## config.mk

```make
export PLATFORM = sky130hd
export DESIGN_NAME = multi_source_frame_aligner_unit
export DESIGN_NICKNAME = d
export VERILOG_FILES = /design/src/hdl/msfa_pkg.sv /design/src/hdl/msfa_cond.sv /design/src/hdl/msfa_span.sv /design/src/hdl/msfa_pick.sv /design/src/hdl/msfa_match.sv /design/src/hdl/multi_source_frame_aligner_unit.sv
export VERILOG_INCLUDE_DIRS = /design/src /design/src/hdl
export SDC_FILE = /design/constraint.sdc
export NUM_CORES = 1
export LEC_CHECK = 0
export BUFFER_PORTS_ARGS = -buffer_cell sky130_fd_sc_hd__buf_2
export CAP_MARGIN = 30
export CORE_MARGIN = 2
export CORE_UTILIZATION = 45
export CTS_CLUSTER_DIAMETER = 50
export DETAILED_ROUTE_END_ITERATION = 6
export GPL_TIMING_DRIVEN = 0
export PLACE_DENSITY = 0.62
export REMOVE_ABC_BUFFERS = 1
export SETUP_SLACK_MARGIN = 0.02
export SLEW_MARGIN = 20
export SYNTH_ARGS = -nofsm -noshare
export SYNTH_HDL_FRONTEND = slang
export SYNTH_SLANG_ARGS = --single-unit
export TNS_END_PERCENT = 20
```

## constraint.sdc

```tcl
create_clock -name aclk -period 20.1 [get_ports aclk]
set_clock_uncertainty 0.15 [all_clocks]
set_input_delay 6.03 -clock aclk [delete_from_list [all_inputs] [get_ports aclk]]
set_output_delay 6.03 -clock aclk [all_outputs]
set_load 0.01 [all_outputs]
```

## src/hdl/assert_macros.svh

```systemverilog
// Assertion macros shared by the frame aligner RTL.
// Needs nothing else; taken in by `include where assertions are written.
`ifndef ASSERT_MACROS_SVH
`define ASSERT_MACROS_SVH

// Checked while reset is released.
`define MSFA_ASSERT(lbl, clk, rstn, prop, msg) \
    lbl: assert property (@(posedge clk) disable iff (!(rstn)) (prop)) else $error(msg);

// Checked at every edge, reset included.
`define MSFA_ASSERT_ALWAYS(lbl, clk, prop, msg) \
    lbl: assert property (@(posedge clk) (prop)) else $error(msg);

`endif

```

## src/hdl/msfa_pkg.sv

```systemverilog
// Shared constants, types and register indexes of the frame aligner.
// No dependencies.
package msfa_pkg;

    localparam int RECEIVERS       = 4;
    localparam int COUNTER_MODULUS = 512;
    localparam int BUFFER_DEPTH    = 1024;
    localparam int HALF_MODULUS    = COUNTER_MODULUS / 2;

    localparam int CTR_W   = 9;
    localparam int FILL_W  = 11;
    localparam int WRAP_W  = CTR_W + 1;
    localparam int ACT_W   = 3;
    localparam int CFG_IDX_W = 2;
    localparam int CFG_W   = 11;

    localparam int IN_W    = 88;
    localparam int OUT_W   = 24;

    // Register indexes
    localparam logic [CFG_IDX_W-1:0] CFG_ACTIVE = 2'd0;
    localparam logic [CFG_IDX_W-1:0] CFG_LOW    = 2'd1;
    localparam logic [CFG_IDX_W-1:0] CFG_HIGH   = 2'd2;

    localparam logic [ACT_W-1:0]  ACTIVE_RESET = 3'd4;
    localparam logic [FILL_W-1:0] LOW_RESET    = 11'd1;
    localparam logic [FILL_W-1:0] HIGH_RESET   = 11'd768;

    typedef struct packed {
        logic [ACT_W-1:0]  active;
        logic [FILL_W-1:0] low;
        logic [FILL_W-1:0] high;
    } cfg_t;

    typedef struct packed {
        logic                            go;
        logic [RECEIVERS-1:0]            part;
        logic [RECEIVERS-1:0][CTR_W-1:0] ctr;
        logic [RECEIVERS-1:0]            ok;
    } s1_t;

    typedef struct packed {
        logic                            go;
        logic [RECEIVERS-1:0]            part;
        logic [RECEIVERS-1:0][CTR_W-1:0] ctr;
        logic [RECEIVERS-1:0]            ok;
        logic [CTR_W-1:0]                min1;
        logic [CTR_W-1:0]                max1;
        logic signed [WRAP_W-1:0]        min2;
        logic signed [WRAP_W-1:0]        max2;
    } s2_t;

    typedef struct packed {
        logic                            go;
        logic [CTR_W-1:0]                id;
        logic [RECEIVERS-1:0]            part;
        logic [RECEIVERS-1:0][CTR_W-1:0] ctr;
        logic [RECEIVERS-1:0]            ok;
    } s3_t;

    typedef struct packed {
        logic                 proceed;
        logic [CTR_W-1:0]     aligned_id;
        logic [RECEIVERS-1:0] pop_mask;
        logic [RECEIVERS-1:0] good_mask;
    } result_t;

endpackage

```

## src/hdl/msfa_cond.sv

```systemverilog
// Stage 1: threshold checks and per-receiver participation.
// Depends on msfa_pkg.
module msfa_cond (
    input  logic                                         aclk,
    input  logic                                         en,
    input  msfa_pkg::cfg_t                               cfg,
    input  logic [msfa_pkg::RECEIVERS*msfa_pkg::CTR_W-1:0]  head_counters,
    input  logic [msfa_pkg::RECEIVERS*msfa_pkg::FILL_W-1:0] fill_levels,
    input  logic [msfa_pkg::RECEIVERS-1:0]               head_ok_bits,
    output msfa_pkg::s1_t                                s1
);

    msfa_pkg::s1_t               s1_reg;
    msfa_pkg::s1_t               s1_next;
    logic [msfa_pkg::ACT_W-1:0]  act_n;
    logic                        forced;
    logic                        held;
    logic [msfa_pkg::FILL_W-1:0] fill;
    logic                        act;

    always_comb begin
        act_n = (cfg.active > msfa_pkg::ACT_W'(msfa_pkg::RECEIVERS))
              ? msfa_pkg::ACT_W'(msfa_pkg::RECEIVERS) : cfg.active;
        forced = 1'b0;
        held   = 1'b0;
        fill   = '0;
        act    = 1'b0;
        s1_next.part = '0;
        s1_next.ok   = head_ok_bits;
        for (int i = 0; i < msfa_pkg::RECEIVERS; i++) begin
            fill = fill_levels[i*msfa_pkg::FILL_W +: msfa_pkg::FILL_W];
            act  = msfa_pkg::ACT_W'(i) < act_n;
            s1_next.ctr[i]  = head_counters[i*msfa_pkg::CTR_W +: msfa_pkg::CTR_W];
            s1_next.part[i] = act && (fill != '0);
            if (act && (fill > cfg.high)) begin
                forced = 1'b1;
            end
            if (act && (fill < cfg.low)) begin
                held = 1'b1;
            end
        end
        s1_next.go = (act_n != '0) && (forced || !held);
    end

    always_ff @(posedge aclk) begin
        if (en) begin
            s1_reg <= s1_next;
        end
    end

    assign s1 = s1_reg;

endmodule

```

## src/hdl/msfa_span.sv

```systemverilog
// Stage 2: plain and wrapped minimum / maximum over participating heads.
// Depends on msfa_pkg.
module msfa_span (
    input  logic          aclk,
    input  logic          en,
    input  msfa_pkg::s1_t s1,
    output msfa_pkg::s2_t s2
);

    msfa_pkg::s2_t                   s2_reg;
    msfa_pkg::s2_t                   s2_next;
    logic [msfa_pkg::CTR_W-1:0]      v;
    logic signed [msfa_pkg::WRAP_W-1:0] w;

    always_comb begin
        s2_next.go   = s1.go && (s1.part != '0);
        s2_next.part = s1.part;
        s2_next.ctr  = s1.ctr;
        s2_next.ok   = s1.ok;
        // start from the far ends so non-participants never win
        s2_next.min1 = '1;
        s2_next.max1 = '0;
        s2_next.min2 = msfa_pkg::WRAP_W'(msfa_pkg::HALF_MODULUS);
        s2_next.max2 = -msfa_pkg::WRAP_W'(msfa_pkg::HALF_MODULUS);
        v = '0;
        w = '0;
        for (int i = 0; i < msfa_pkg::RECEIVERS; i++) begin
            v = s1.ctr[i];
            // counters above half the modulus count as negative
            w = (v > msfa_pkg::CTR_W'(msfa_pkg::HALF_MODULUS))
              ? $signed({1'b0, v} - msfa_pkg::WRAP_W'(msfa_pkg::COUNTER_MODULUS))
              : $signed({1'b0, v});
            if (s1.part[i]) begin
                if (v < s2_next.min1) s2_next.min1 = v;
                if (v > s2_next.max1) s2_next.max1 = v;
                if (w < s2_next.min2) s2_next.min2 = w;
                if (w > s2_next.max2) s2_next.max2 = w;
            end
        end
    end

    always_ff @(posedge aclk) begin
        if (en) begin
            s2_reg <= s2_next;
        end
    end

    assign s2 = s2_reg;

endmodule

```

## src/hdl/msfa_pick.sv

```systemverilog
// Stage 3: spread compare and aligned id selection.
// Depends on msfa_pkg.
module msfa_pick (
    input  logic          aclk,
    input  logic          en,
    input  msfa_pkg::s2_t s2,
    output msfa_pkg::s3_t s3
);

    msfa_pkg::s3_t               s3_reg;
    msfa_pkg::s3_t               s3_next;
    logic [msfa_pkg::WRAP_W-1:0] spread1;
    logic [msfa_pkg::WRAP_W-1:0] spread2;

    always_comb begin
        spread1 = {1'b0, s2.max1} - {1'b0, s2.min1};
        spread2 = $unsigned(s2.max2 - s2.min2);
        s3_next.go   = s2.go;
        s3_next.part = s2.part;
        s3_next.ctr  = s2.ctr;
        s3_next.ok   = s2.ok;
        // tie goes to wrapped order; low bits of a negative minimum add the modulus
        s3_next.id   = (spread1 < spread2) ? s2.min1 : s2.min2[msfa_pkg::CTR_W-1:0];
    end

    always_ff @(posedge aclk) begin
        if (en) begin
            s3_reg <= s3_next;
        end
    end

    assign s3 = s3_reg;

endmodule

```

## src/hdl/msfa_match.sv

```systemverilog
// Stage 4: head match against the aligned id; holds the output register.
// Depends on msfa_pkg.
module msfa_match (
    input  logic              aclk,
    input  logic              en,
    input  msfa_pkg::s3_t     s3,
    output msfa_pkg::result_t res
);

    msfa_pkg::result_t res_reg;
    msfa_pkg::result_t res_next;

    always_comb begin
        res_next.proceed    = s3.go;
        res_next.aligned_id = s3.go ? s3.id : '0;
        res_next.pop_mask   = '0;
        for (int i = 0; i < msfa_pkg::RECEIVERS; i++) begin
            res_next.pop_mask[i] = s3.go && s3.part[i] && (s3.ctr[i] == s3.id);
        end
        res_next.good_mask = res_next.pop_mask & s3.ok;
    end

    always_ff @(posedge aclk) begin
        if (en) begin
            res_reg <= res_next;
        end
    end

    assign res = res_reg;

endmodule

```

## src/hdl/multi_source_frame_aligner_unit.sv

```systemverilog
// Frame aligner top level: config registers, stage valids and flow control.
// Depends on msfa_pkg, msfa_cond, msfa_span, msfa_pick, msfa_match, assert_macros.svh.
//
// Usage:
//   s_ channel carries one snapshot of the receiver buffer heads per item:
//   head counters, fill levels and head ok bits. m_ channel returns exactly
//   one decision per item: proceed flag, aligned id, pop mask and good mask.
//   Each accepted item passes four register stages (threshold check,
//   min/max, id select, head match), and m_tvalid is the valid bit of the
//   last one. Throughput is one item per cycle while m_tready stays high;
//   each stage is one register with its own valid bit.
//   When m_tready is low, items pack into empty stages and s_tready drops
//   only once all four stages hold an item; nothing is lost or repeated.
//   The configuration port writes active_receivers (index 0), low_threshold
//   (index 1) and high_threshold (index 2) with no wait; other indexes are
//   ignored. Write it only while no item is in flight.
//   Reset (aresetn low, synchronous) empties the pipeline and loads the
//   registers with 4, 1 and 768.
`include "assert_macros.svh"

module multi_source_frame_aligner_unit (
    input  logic                           aclk,
    input  logic                           aresetn,
    input  logic                           s_tvalid,
    output logic                           s_tready,
    // head_counters[35:0], fill_levels[79:36], head_ok_bits[83:80], zero fill
    input  logic [msfa_pkg::IN_W-1:0]      s_tdata,
    output logic                           m_tvalid,
    input  logic                           m_tready,
    // proceed[0], aligned_id[9:1], pop_mask[13:10], good_mask[17:14], zero fill
    output logic [msfa_pkg::OUT_W-1:0]     m_tdata,
    input  logic                           cfg_wr_en,
    input  logic [msfa_pkg::CFG_IDX_W-1:0] cfg_addr,
    input  logic [msfa_pkg::CFG_W-1:0]     cfg_wdata
);

    localparam int CTRS_W  = msfa_pkg::RECEIVERS * msfa_pkg::CTR_W;
    localparam int FILLS_W = msfa_pkg::RECEIVERS * msfa_pkg::FILL_W;
    localparam int RES_W   = 1 + msfa_pkg::CTR_W + 2 * msfa_pkg::RECEIVERS;

    msfa_pkg::cfg_t    cfg_reg;
    msfa_pkg::s1_t     s1;
    msfa_pkg::s2_t     s2;
    msfa_pkg::s3_t     s3;
    msfa_pkg::result_t res;
    logic [3:0]        valid_reg;
    logic [3:0]        en;

    // Configuration registers
    always_ff @(posedge aclk) begin
        if (!aresetn) begin
            cfg_reg.active <= msfa_pkg::ACTIVE_RESET;
            cfg_reg.low    <= msfa_pkg::LOW_RESET;
            cfg_reg.high   <= msfa_pkg::HIGH_RESET;
        end else if (cfg_wr_en) begin
            case (cfg_addr)
                msfa_pkg::CFG_ACTIVE: cfg_reg.active <= cfg_wdata[msfa_pkg::ACT_W-1:0];
                msfa_pkg::CFG_LOW:    cfg_reg.low    <= cfg_wdata;
                msfa_pkg::CFG_HIGH:   cfg_reg.high   <= cfg_wdata;
                default: ;
            endcase
        end
    end

    // A stage loads when it is empty or the stage after it moves on.
    always_comb begin
        en[3] = !valid_reg[3] || m_tready;
        en[2] = !valid_reg[2] || en[3];
        en[1] = !valid_reg[1] || en[2];
        en[0] = !valid_reg[0] || en[1];
    end

    assign s_tready = en[0];

    always_ff @(posedge aclk) begin
        if (!aresetn) begin
            valid_reg <= '0;
        end else begin
            if (en[0]) valid_reg[0] <= s_tvalid;
            if (en[1]) valid_reg[1] <= valid_reg[0];
            if (en[2]) valid_reg[2] <= valid_reg[1];
            if (en[3]) valid_reg[3] <= valid_reg[2];
        end
    end

    msfa_cond u_cond (
        .aclk          (aclk),
        .en            (en[0] && s_tvalid),
        .cfg           (cfg_reg),
        .head_counters (s_tdata[CTRS_W-1:0]),
        .fill_levels   (s_tdata[CTRS_W +: FILLS_W]),
        .head_ok_bits  (s_tdata[CTRS_W + FILLS_W +: msfa_pkg::RECEIVERS]),
        .s1            (s1)
    );

    msfa_span u_span (
        .aclk (aclk),
        .en   (en[1] && valid_reg[0]),
        .s1   (s1),
        .s2   (s2)
    );

    msfa_pick u_pick (
        .aclk (aclk),
        .en   (en[2] && valid_reg[1]),
        .s2   (s2),
        .s3   (s3)
    );

    msfa_match u_match (
        .aclk (aclk),
        .en   (en[3] && valid_reg[2]),
        .s3   (s3),
        .res  (res)
    );

    assign m_tvalid = valid_reg[3];
    assign m_tdata  = {{(msfa_pkg::OUT_W - RES_W){1'b0}},
                       res.good_mask, res.pop_mask, res.aligned_id, res.proceed};

    // Good receivers are always among the popped ones.
    `MSFA_ASSERT(a_good_in_pop, aclk, aresetn, m_tvalid |-> ((res.good_mask & ~res.pop_mask) == '0), "good_mask outside pop_mask")
    // A held step reports nothing.
    `MSFA_ASSERT(a_hold_zero, aclk, aresetn, (m_tvalid && !res.proceed) |-> (res.aligned_id == '0 && res.pop_mask == '0), "held step with nonzero fields")
    // The aligned id is some participant's head, so a step pops at least one.
    `MSFA_ASSERT(a_step_pops, aclk, aresetn, (m_tvalid && res.proceed) |-> (res.pop_mask != '0), "step with empty pop_mask")
    // Input is refused only when every stage is full and the output stalls.
    `MSFA_ASSERT(a_ready_full, aclk, aresetn, !s_tready |-> (valid_reg == 4'hF && !m_tready), "stall with a free stage")

endmodule

```

Word level (Yosys, flattened, before mapping)
Cells that the tools add are included.
W data, S select, Z words.
{"block": "classes", "addsub": 6, "magnitude_cmp": 34, "eq_ne": 6, "muxes": 34, "n_bitwise": 1, "reduce_logical": 46}
{"operator": "$mux W38", "count": 4}
{"operator": "$mux W10", "count": 12}
{"operator": "$mux W9", "count": 9}
{"operator": "$gt A11 B11 Y1", "count": 4}
{"operator": "$lt A11 B11 Y1", "count": 4}
{"operator": "$reduce_bool A11 Y1", "count": 4}
{"operator": "$lt A10 B10 Y1", "count": 4}
{"operator": "$sub A9 B10 Y10 const B", "count": 4}
{"operator": "$eq A9 B9 Y1", "count": 4}
{"operator": "$gt A9 B9 Y1 const B", "count": 4}
{"operator": "$gt A10 B10 Y1", "count": 3}
{"operator": "$gt A9 B9 Y1", "count": 3}
{"operator": "$lt A9 B9 Y1", "count": 3}
{"operator": "$logic_and A1 B1 Y1", "count": 26}
{"operator": "$gt A10 B9 Y1 const B", "count": 1}
{"operator": "$lt A10 B10 Y1 const B", "count": 1}
{"operator": "$sub A10 B10 Y10", "count": 1}
{"operator": "$sub A9 B9 Y10", "count": 1}
{"operator": "$gt A9 B1 Y1 const B", "count": 1}
{"operator": "$lt A9 B9 Y1 const B", "count": 1}
{"operator": "$mux W1", "count": 8}
{"operator": "$lt A1 B3 Y1 const A", "count": 2}
{"operator": "$lt A2 B3 Y1 const A", "count": 2}
{"operator": "$reduce_and A2 Y1", "count": 3}
{"operator": "other kinds (10)", "count": 18}
{"block": "word_totals", "ff_bits": 229, "inputBits": 106, "output_inout_bits": 26, "word_cells": 164}

Logic depth before layout (Yosys ltp)
{"block": "logic_depth", "word_depth": 14, "depth_mapped": 36, "ltp_nobuf": 32}

Modules after synthesis
A second synthesis with hierarchy kept.
{"block": "hier_totals", "hier_cells": 1423, "area_unflattened_um2": 15444.8}
{"module": "msfa_span", "instances": 1, "cells_each": 694, "area_per_inst_um2": 7010.5, "seq_area_each_um2": 2492.4}
{"module": "msfa_cond", "instances": 1, "cells_each": 300, "area_per_inst_um2": 3358.2, "seq_area_each_um2": 1351.3}
{"module": "msfa_pick", "instances": 1, "cells_each": 205, "area_per_inst_um2": 2763.9, "seq_area_each_um2": 1621.6}
{"module": "multi_source_frame_aligner_unit", "instances": 1, "cells_each": 124, "area_per_inst_um2": 1199.9, "seq_area_each_um2": 580.6}
{"module": "msfa_match", "instances": 1, "cells_each": 100, "area_per_inst_um2": 1112.3, "seq_area_each_um2": 540.5}

Least setup slack after synthesis
OpenSTA, ideal clock, no wires.
{"block": "synth_timing", "path_type": "input to register", "start": "in m_tready", "end": "reg u_span.s2_reg (netlist bit u_span.s2[0]), enable pin", "setup_ns": 0.651, "arrival_time_ns": 12.348, "required_ns": 19.299, "path_slack_ns": 6.951, "stages": 3, "path_buffers": 0, "path_cell_list": "nor2b_1 and2_0 a21boi_0"}
{"block": "synth_between", "elab_chain_len": 4}
{"item": "start, declared", "line_no": "multi_source_frame_aligner_unit.sv:29", "source": "input logic m_tready,"}
{"item": "$logic_or A1 B1 Y1", "line_no": "multi_source_frame_aligner_unit.sv:67", "source": "en[3] = !valid_reg[3] || m_tready;"}
{"item": "$logic_or A1 B1 Y1", "line_no": "multi_source_frame_aligner_unit.sv:68", "source": "en[2] = !valid_reg[2] || en[3];"}
{"item": "$logic_or A1 B1 Y1", "line_no": "multi_source_frame_aligner_unit.sv:69", "source": "en[1] = !valid_reg[1] || en[2];"}
{"item": "$logic_and A1 B1 Y1", "line_no": "multi_source_frame_aligner_unit.sv:98", "source": ".en (en[1] && valid_reg[0]),"}
{"item": "via u_span.en", "line_no": "msfa_span.sv:5", "source": "input logic en,"}
{"item": "end signal, assigned", "line_no": "msfa_span.sv:44", "source": "s2_reg <= s2_next;"}
{"item": "end, declared", "line_no": "msfa_span.sv:10", "source": "msfa_pkg::s2_t s2_reg;"}
The timed path passes the listed nets, and every way through them passes these cells.
A chain may end at the register's enable or synchronous reset.

Worst setup path after layout
{"block": "layout_timing", "start": "in m_tready", "end": "out s_tready"}
{"block": "layout_between", "elab_chain_len": 4}
{"item": "$logic_or A1 B1 Y1", "line_no": "multi_source_frame_aligner_unit.sv:67"}
{"item": "$logic_or A1 B1 Y1", "line_no": "multi_source_frame_aligner_unit.sv:68"}
{"item": "$logic_or A1 B1 Y1", "line_no": "multi_source_frame_aligner_unit.sv:69"}
{"item": "$logic_or A1 B1 Y1", "line_no": "multi_source_frame_aligner_unit.sv:70", "source": "en[0] = !valid_reg[0] || en[1];"}
{"item": "end, declared", "line_no": "multi_source_frame_aligner_unit.sv:25", "source": "output logic s_tready,"}
No other way between the ends.

==> impl_metrics.py <==
metrics = {
    "run_status": {
        "status": "complete, no violations",
    },
    "floorplan": {
        "dieArea_sq_um": 34700,
        "die_h_um": 186,
        "io_pins": 132,
        "start_util_pct": 45.9,
        "rows": 66,
        "coreArea_sq_um": 32600,
        "die_w_um": 186,
    },
    "min_path": {
        "min_from": "u_span.s2[64]$_DFFE_PP_",
        "min_to": "u_pick.s3[26]$_DFFE_PP_",
        "hold_path.class": "reg -> reg",
        "hold-path-cell-count": 0,
    },
    "synth": {
        "synth_edf_count": 200,
        "synth_area_sq_um": 15000,
        "syn-instance-count": 1359,
        "ys_seq_area_share_pct": 44.0,
        "synth_cell_type_count": 71,
        "async_flop_share_pct": 0,
        "syn_area_per_cell_sq_um": 11.0,
        "ys_ff_latch": 229,
        "yosysWarnings": 0,
        "synthFlopType": "edfxtp_1",
    },
    "global_route": {
        "grtUsageTotal_pct": 21.3,
        "grt_max_degree": 30,
        "grt_pass1_vias": 10600,
        "grt_overflow": 0,
        "grt_pass1_wl_um": 58300,
        "antenna_found_initial": 10,
    },
    "finish": {
        "final_cell_mix": "ha_1, edfxtp_1, inv_1",
        "largest_reg_flops": 83,
        "final_common_cell": "ha_1",
        "n_fill_cell": 2876,
        "fin_util_pct": 52.8,
        "fin_area_sq_um": 17200,
        "synthToLayoutAreaGrowth_pct": 15.1,
        "seq_area_sq_um": 6590,
        "fin_cells": 1959,
        "nNetsFinal": 1815,
        "drive_above_1_share_pct": 13.6,
        "multi_input_area_sq_um": 7770,
    },
    "placed_design": {
        "place_area_sq_um": 16300,
        "hpwl_um": 29500,
        "pre_cts_slack_ns": 6.75,
        "place.gp.congestion": 0.925,
        "place_inst": 1900,
        "portBuffers": 121,
    },
    "timing": {
        "finalSetupViolCount": 0,
        "slew_viol_final": 0,
        "setup_ws_ns": 6.74,
        "tightest_slew_ns": 0.851,
        "max_freq_ghz": 0.0749,
        "final-hold-violation-count": 0,
        "finalCriticalPeriod_ns": 13.36,
        "rsz0062_at_grt": "no",
        "timing.final.crit_share_pct": 66.4,
        "relSlewSlack_pct": 42.9,
        "holdWs_ns": 0.253,
        "tns_ns": 0,
    },
    "drt": {
        "vias": 10700,
        "routed_wl_um": 37000,
        "via_per_inst": 5.45,
        "first_pass_iters": 5,
        "wl_per_cell_um": 18.9,
        "drc_errors": 0,
        "ant_nets": 0,
        "drt_iter0_drc": 682,
    },
    "critical_path": {
        "required_ns": 13.92,
        "end_kind": "primary output",
        "worstRegToRegCells": 31,
        "arrival_ns": 7.18,
        "timing.rr.start": "u_cond.s1[40]$_DFFE_PP_",
        "critPathLaunchType": "input pin",
        "r2r_end": "u_span.s2[8]$_DFFE_PP_",
        "path_class": "in -> out",
        "r2r_slack_ns": 11.66,
        "cp_max_fo": 6,
    },
    "power_and_ir_drop": {
        "p_total_mw": 1.61,
        "power_density_nw_per_um2": 93.4,
        "max-vdd-ir-drop_uv": 62.6,
        "p_leak_nw": 7.28,
    },
    "job": {
        "max-cap-violations": 0,
    },
    "cts": {
        "clock_sinks": 229,
        "post_cts_resized": 0,
        "cts_setup_buffers": 0,
        "cts_buffer_depth": 3,
        "htree_levels": 1,
        "clock_latency_ns": 0.57,
        "path_clk_slew_ns": 0.06,
        "cts_root_buf": "clkbuf_16",
        "cts_hold_buf": 0,
        "cts_buffers": 29,
        "cts_tree": "built",
    },
}
[cells in the mapped netlist, drive strengths merged (2+ instances only)]
library cell | instances | area share, %
a2111oi | 8 | 0.51
a211o | 3 | 0.18
a211oi | 10 | 0.50
a21boi | 15 | 0.75
a21o | 24 | 1.2
a21oi | 64 | 2.1
a31oi | 7 | 0.29
and2 | 22 | 0.92
and3 | 2 | 0.084
and4 | 5 | 0.29
buf | 13 | 0.55
clkbuf | 27 | 0.68
dfxtp | 29 | 3.9
edfxtp | 200 | 40
fa | 2 | 0.27
ha | 217 | 18
inv | 129 | 3.2
mux2 | 12 | 0.95
mux2i | 97 | 6.5
nand2 | 82 | 2.1
nand2b | 18 | 0.75
nand3 | 25 | 0.87
nand3b | 4 | 0.20
nand4 | 32 | 1.3
nor2 | 39 | 0.98
nor2b | 41 | 1.7
nor3 | 19 | 0.71
nor4 | 14 | 0.59
o2111ai | 7 | 0.41
o211ai | 4 | 0.20
o21a | 33 | 1.7
o21ai | 68 | 2.3
o21bai | 5 | 0.25
o31ai | 2 | 0.10
o41ai | 2 | 0.17
or2 | 2 | 0.084
or3 | 2 | 0.084
or4 | 3 | 0.15
xnor2 | 45 | 2.6
xor2 | 8 | 0.47
[per-layer routing]
metal / up-vias / global-route usage (%) / part of all wire (%)
met2: 285 / 37.0 / 48
li1: 5288 / - / -
met4: 12 / 6.40 / 3.0
met3: 81 / 3.82 / 5.6
met1: 5014 / 27.0 / 43
met5: - / 0 / 0.24
[cells by family after synthesis]
group | Yosys count | share of synthesized area, %
simple gates | 315 | 11.2
compound gates | 264 | 11.3
flops | 229 | 44.0
fa+ha+maj | 219 | 18.4
buf+inv | 169 | 4.46
mux | 109 | 7.47
xor+xnor | 53 | 3.10
other cells | 1 | 0.0251
[critical path, stage by stage]
cell and delay, ns:
buf_2 0.09, nor2b_1 0.19, and2_0 0.52, nand3_1 0.17, buf_2 0.17
[final cells by class]
class	count	area share (%)
clock buffer	37	4.50
timing repair buffer	135	5.19
sequential	229	38.2
antenna	4	0.0581
multi-input combinational	966	45.1
clock inverter	17	0.900
inverter	129	2.81
tap	442	3.21
[where the power goes]
part	leakage [nW]	total [mW]	internal [mW]	switching [mW]
clock network	0.450	0.489	0.280	0.208
logic	4.74	0.523	0.230	0.293
registers	2.09	0.598	0.563	0.0345
[worst max-delay path by stage]
stage	start	end	slack [ns]	depth (start not counted)
4_1_cts	m_tready	s_tready	6.74	5
6_report	m_tready	s_tready	6.74	5
3_5_place_dp	m_tready	s_tready	6.75	5
2_1_floorplan	m_tready	u_span.s2[0]$_DFFE_PP_	6.95	3
5_1_grt	m_tready	s_tready	6.65	5
3_3_place_gp	m_tready	u_span.s2[0]$_DFFE_PP_	4.21	4
No activity file was read; power rests on OpenSTA's default activity.
